<file path="src/hdl/hsd_pkg.sv">
// Shared constants, types and state codes for the Huffman stream decoder.
`default_nettype none
package hsd_pkg;

  localparam int SYMBOL_COUNT = 256;
  localparam int INNER_COUNT  = SYMBOL_COUNT - 1;
  localparam int NODE_LIMIT   = 2 * SYMBOL_COUNT - 1;
  localparam int NODE_W       = $clog2(NODE_LIMIT + 1);
  localparam int IDX_W        = $clog2(INNER_COUNT);
  localparam int HDR_W        = 10;
  localparam int CNT_W        = 4;

  localparam logic [HDR_W-1:0] HDR_PAD    = HDR_W'(0);
  localparam logic [HDR_W-1:0] HDR_ROOT   = HDR_W'(1);
  localparam logic [HDR_W-1:0] HDR_FIRST  = HDR_W'(2);
  localparam logic [HDR_W-1:0] DATA_PHASE = HDR_W'(2 + NODE_LIMIT);

  localparam logic [7:0] NO_PARENT = 8'd127;
  localparam logic [7:0] CODE_FLIP = 8'h80;
  localparam logic [7:0] PAD_MAX   = 8'd7;
  localparam logic [CNT_W-1:0] BYTE_BITS = CNT_W'(8);
  localparam logic [NODE_W-1:0] NODE_TOP = NODE_W'(NODE_LIMIT);

  typedef enum logic [2:0] {
    ST_IDLE  = 3'b001,
    ST_WALK  = 3'b010,
    ST_FLUSH = 3'b100
  } state_t;

  // Child lookup for the current walk node and bit.
  typedef struct packed {
    logic              present;  // selected child exists
    logic [NODE_W-1:0] child;    // selected child node
    logic              is_leaf;  // child has no children of its own
  } child_rsp_t;

  typedef struct packed {
    logic [7:0] symbol;
    logic       err;
  } sym_t;

endpackage
`default_nettype wire

</file>
<file path="src/hdl/hsd_out_stage.sv">
// Pending-symbol hold and output register; marks the last symbol of a byte.
`default_nettype none
module hsd_out_stage (
  input  wire logic        clk,
  input  wire logic        rst_n,
  input  wire logic        leaf_en,
  input  wire hsd_pkg::sym_t leaf,
  input  wire logic        fin_en,
  input  wire logic        out_stall,
  output logic             blocked,
  output logic             out_valid,
  output logic [7:0]       out_symbol,
  output logic             out_run_last,
  output logic             out_walk_error
);

  hsd_pkg::sym_t pend_r;
  logic          pend_v_r;
  logic          out_v_r;
  hsd_pkg::sym_t out_r;
  logic          out_last_r;
  logic          out_free;
  logic          push;

  assign out_free = !out_v_r || !out_stall;
  assign blocked  = pend_v_r && !out_free;
  assign push     = pend_v_r && (leaf_en || fin_en);

  always_ff @(posedge clk) begin
    if (!rst_n) begin
      pend_v_r <= 1'b0;
      out_v_r  <= 1'b0;
    end else begin
      if (leaf_en)     pend_v_r <= 1'b1;
      else if (fin_en) pend_v_r <= 1'b0;
      if (push)           out_v_r <= 1'b1;
      else if (!out_stall) out_v_r <= 1'b0;
    end
  end

  always_ff @(posedge clk) begin
    if (leaf_en) pend_r <= leaf;
    if (push) begin
      out_r      <= pend_r;
      out_last_r <= fin_en;
    end
  end

  assign out_valid      = out_v_r;
  assign out_symbol     = out_r.symbol;
  assign out_walk_error = out_r.err;
  assign out_run_last   = out_last_r;

endmodule
`default_nettype wire

</file>
<file path="config.mk">
export PLATFORM = sky130hd
export DESIGN_NAME = hsd_out_stage
export DESIGN_NICKNAME = d
export VERILOG_FILES = /design/src/hdl/hsd_pkg.sv /design/src/hdl/hsd_out_stage.sv
export SDC_FILE = /design/constraint.sdc
export NUM_CORES = 1
export LEC_CHECK = 0
export ABC_AREA = 1
export BUFFER_PORTS_ARGS = -buffer_cell sky130_fd_sc_hd__clkbuf_2
export CELL_PAD_IN_SITES_DETAIL_PLACEMENT = 1
export CELL_PAD_IN_SITES_GLOBAL_PLACEMENT = 2
export CORE_UTILIZATION = 31
export DETAILED_ROUTE_END_ITERATION = 6
export PLACE_DENSITY = 0.75
export SLEW_MARGIN = 20
export SYNTH_ARGS = -nofsm -noshare
export SYNTH_HDL_FRONTEND = slang
export SYNTH_SLANG_ARGS = --single-unit
</file>
<file path="constraint.sdc">
create_clock -name clk -period 1.3 [get_ports clk]
set_input_delay 0.26 -clock clk [delete_from_list [all_inputs] [get_ports clk]]
set_output_delay 0.26 -clock clk [all_outputs]
set_load 0.02 [all_outputs]
</file>
Yosys cells after proc, flatten, opt, wreduce, memory -nomap -nowiden
Index checks and enable logic that the tools add are counted.

Flip-flop bits (word level): 21. Bits in latches: 0. Bits in writable memories: 0. Bits in read-only memories: 0. Input bits: 14. Word-level logic and storage cells: 20. Memories: 0.

Add/subtract/negate cells: 0. Multiply operators: 0. Div/mod/pow operators: 0. Magnitude comparators: 0. Equal/unequal tests: 1. Shift operators: 0. Multiplexer cells: 4. Bitwise operators: 0. Reductions and logical operators: 8.

Operator list (count): $mux 1 (4); $logic_not 1->1 (3); $logic_and 1x1->1 (2); $logic_or 1x1->1 (2); $ne 2x1->1 const B (1); $reduce_bool 2->1 (1).

Logic depth before layout (Yosys ltp)
Depth in word-level cells: 4. Depth in mapped cells: 3.

Worst setup path after synthesis
Ideal clock, no wire load.

Path type: register to output. Start point: reg out_v_r (netlist: out_valid). End point: out blocked. Arrival: 0.829 ns. Required time: 1.040 ns. Path slack: 0.211 ns. Cell stages (with the launch flop): 3. Cell sequence: dfxtp_1 -> nand2_1 -> nor2_1.

Word-level cells in the longest chain between the ends: 4.

Ends and longest elaborated chain: from (decl) (line hsd_out_stage.sv:19) `logic out_v_r;`; from (signal assigned) (line hsd_out_stage.sv:32) `out_v_r <= 1'b0;`; from (signal assigned) (line hsd_out_stage.sv:36) `if (push) out_v_r <= 1'b1;`; from (signal assigned) (line hsd_out_stage.sv:37) `else if (!out_stall) out_v_r <= 1'b0;`; $logic_not 1->1 (line hsd_out_stage.sv:25) `assign out_free = !out_v_r || !out_stall;`; $logic_or 1x1->1 (line hsd_out_stage.sv:25); $logic_not 1->1 (line hsd_out_stage.sv:26) `assign blocked = pend_v_r && !out_free;`; $logic_and 1x1->1 (line hsd_out_stage.sv:26); to (decl) (line hsd_out_stage.sv:10) `output logic blocked,`.

Every way passes these cells.

Final worst setup path
Ends and elaborated chain as after synthesis.

==> qor.yml <==
clock_network:
  root_buffer: "clkbuf_4"
  clockBufferDepth: 2
  worstSkewPairLatency_ns: 0.28
  cts_resized: 0
  postCtsSetupBuffers: 0
  cts_tree: "done"
  cts-hold-fix-buffers: 0
  numCtsBuffers: 3
  path_clk_slew_ns: 0.10
  htree_levels: 1
  clock_sinks: 21
worst_setup_path:
  cp.depth: 3
  endpoint_kind: "primary output"
  rrSetupSlack_ns: 0.21
  crit_end: "blocked"
  worst-path-max-fanout: 2
  critPathSlowestCell: "dfxtp_2"
  path_buf_inv: 1
  ff2ff_path_depth: 2
  crit_arrival_ns: 0.94
  critical_path.top_delay_family: "flip-flops"
  critical_path_class: "reg -> out"
  rr_endpoint: "out_symbol[5]$_DFFE_PP_"
  crit_chain: "nand2_1, nor2_1, buf_4"
  crit_path_start_kind: "register"
  crit_required_ns: 1.04
  startpoint: "out_valid$_SDFFE_PN0P_"
  r2r-start: "pend_v_r$_SDFFE_PN0P_"
  critPathMaxStageDelay_ns: 0.34
placed_design:
  place.gp.congestion: 0.686
  placed_area_um2: 823
  numPortBuffers: 25
  hpwl_um: 765
logic_synthesis:
  synthTopCellsByArea: "edfxtp_1 87%, dfxtp_1 6.1%, a21oi_2 1.3%"
  ys_ff_latch: 21
  synth_xor_area_share_pct: 0
  synth_compound_area_share_pct: 3.24
  netlist_instances: 30
  syn-num-nets: 44
  synth_top_area_share_pct: 86.9
  syn_avg_cell_area_um2: 21.9
  synth_fa_ha_area_share_pct: 0
  synth.area.mux_share_pct: 0
  synthDistinctLibCells: 10
  seq_area_frac_synth_pct: 93.0
  ys_warn_count: 0
  yosys.area_share.simple_pct: 2.10
  synth_top_family_by_area: "compound AO/OA/AOI/OAI gates"
  synth_area_leader_cell: "edfxtp_1"
  syn-cell-area_um2: 657
floorplanning:
  coreArea_mm2: 0.00198
  die_width_um: 48.0
  floorplan.io_pins: 26
  start_util_pct: 33.1
  die_height_um: 48.0
  die-area_mm2: 0.00231
  rows: 16
grt:
  grt.total_usage_pct: 10.3
  gr-usage-met3_pct: 4.53
  grt_pass1_vias: 318
  use_met2_pct: 13.5
  use_met1_pct: 12.2
  gr-total-overflow: 0
  grt_pass1_wl_mm: 1.41
  grt.busiest_layer: "met2"
  antenna_found_initial: 0
  grt_max_degree: 12
detailed_routing:
  drc: 0
  dr.first_iter.drc_count: 5
  routedWlPerCell_um: 11.2
  avgViaCountPerCell: 4.01
  wirelength_um: 975
  vias: 349
  firstDrtPassIters: 2
  drt.antenna.violating_nets: 0
timing:
  max_freq_ghz: 0.833
  period_minus_slack_ns: 1.20
  post-route-period-util_pct: 92.4
  finalClockSkew_ns: 0.000591
  setup_violations: 0
  tightest_slew_ns: 0.381
  slew_viol_final: 0
  rsz0062_at_grt: "false"
  finalHoldViolations: 0
  setup_tns_ns: 0
  worst_slew_margin_rel_pct: 74.6
  holdWs_ns: 0.141
power_and_ir_drop:
  power.leakage_nw: 0.349
  finalPower_mw: 1.17
  max-vdd-ir-drop_v: 0.000666
  power_density_mw_per_mm2: 1370
run_status:
  outcome: "completed"
hold_path:
  hold_path.class: "in -> reg"
layout:
  fillers: 210
  final_nets: 75
  final_core_util_pct: 43.1
  insertedDiodeCount: 0
  fin_area_um2: 853
  area.growth.synth_to_final_pct: 29.9
  post_route_cells_drive_above_1_share_pct: 55.0
job:
  drv_cap: 0
## area by class of cell
cell class / instances / area, um^2 / share of cell area [%]
clock buffer: 4 / 26.3 / 3.08
timing repair buffer: 26 / 135 / 15.8
multi-input combinational: 6 / 35.0 / 4.11
tap: 27 / 33.8 / 3.96
inverter: 3 / 11.3 / 1.32
sequential: 21 / 612 / 71.7
## where the power goes
part	internal, mW	leakage (nW)	switching [mW]
combinational	0.0313	0.135	0.0525
clock	0.119	0.0150	0.169
sequential	0.786	0.198	0.0121
## worst reg2reg max path, cell delays in order (launching register included)
cell and delay, ns:
dfxtp_1 0.35, o21ai_1 0.10, inv_1 0.31
## worst min-delay path by stage
stage / cells after the start / startpoint / end / slack [ns]
3_3_place_gp: 0 / pend_r[7]$_DFFE_PP_ / out_symbol[6]$_DFFE_PP_ / 0.41
5_1_grt: 1 / leaf[3] / pend_r[3]$_DFFE_PP_ / 0.10
3_5_place_dp: 0 / pend_r[8]$_DFFE_PP_ / out_symbol[7]$_DFFE_PP_ / 0.41
6_report: 1 / leaf[0] / pend_r[0]$_DFFE_PP_ / 0.14
2_1_floorplan: 0 / fin_en / out_run_last$_DFFE_PP_ / 0.36
4_1_cts: 1 / leaf[3] / pend_r[3]$_DFFE_PP_ / 0.13
## stage by stage
step | instances | setup slack (ns)
2_1_floorplan | 30 | 0.211
3_3_place_gp | 83 | 0.205
3_5_place_dp | 83 | 0.168
4_1_cts | 87 | 0.0285
5_1_grt | 87 | 0.00343
6_report | 87 | 0.0994
## cell usage after synthesis
cell type and count:
o21ai_1 1, nand2_1 1, edfxtp_1 19, a21oi_2 1, o21a_1 1, nor2_2 1, inv_1 2, dfxtp_1 2
inv_2 1, nor2_1 1
## registers in the layout (all words and copies together), names as in the netlist
name and cells:
out_run_last 1, out_symbol 8, out_valid 1, out_walk_error 1, pend_r 9, pend_v_r 1
## logic make-up after synthesis
kind of cell / after synthesis
AO/OA/AOI/OAI: 3
buffers and inverters: 3
flip-flops: 21
AND/OR/NAND/NOR: 3
## layout by cell type, fill, tap and decap left out
| master | count |
|---|---|
| dfxtp_1 | 1 |
| clkbuf_2 | 24 |
| clkbuf_1 | 1 |
| o21ai_1 | 1 |
| nor2_1 | 1 |
| dfxtp_2 | 1 |
| inv_1 | 2 |
| edfxtp_1 | 19 |
| clkbuf_4 | 3 |
| nand2_1 | 1 |
| a21oi_2 | 1 |
| buf_4 | 2 |
| o21a_1 | 1 |
| nor2_2 | 1 |
| inv_2 | 1 |
## per-layer routing
metal  routed length (um)  vias to the layer above  share of wire, %
li1                     -                      170                 -
met2                  505                       15                52
met3                   55                        2               5.6
met1                  397                      162                41
met5                    0                        -                 0
met4                   17                        0               1.7
Power figures use the tool's default switching activity.
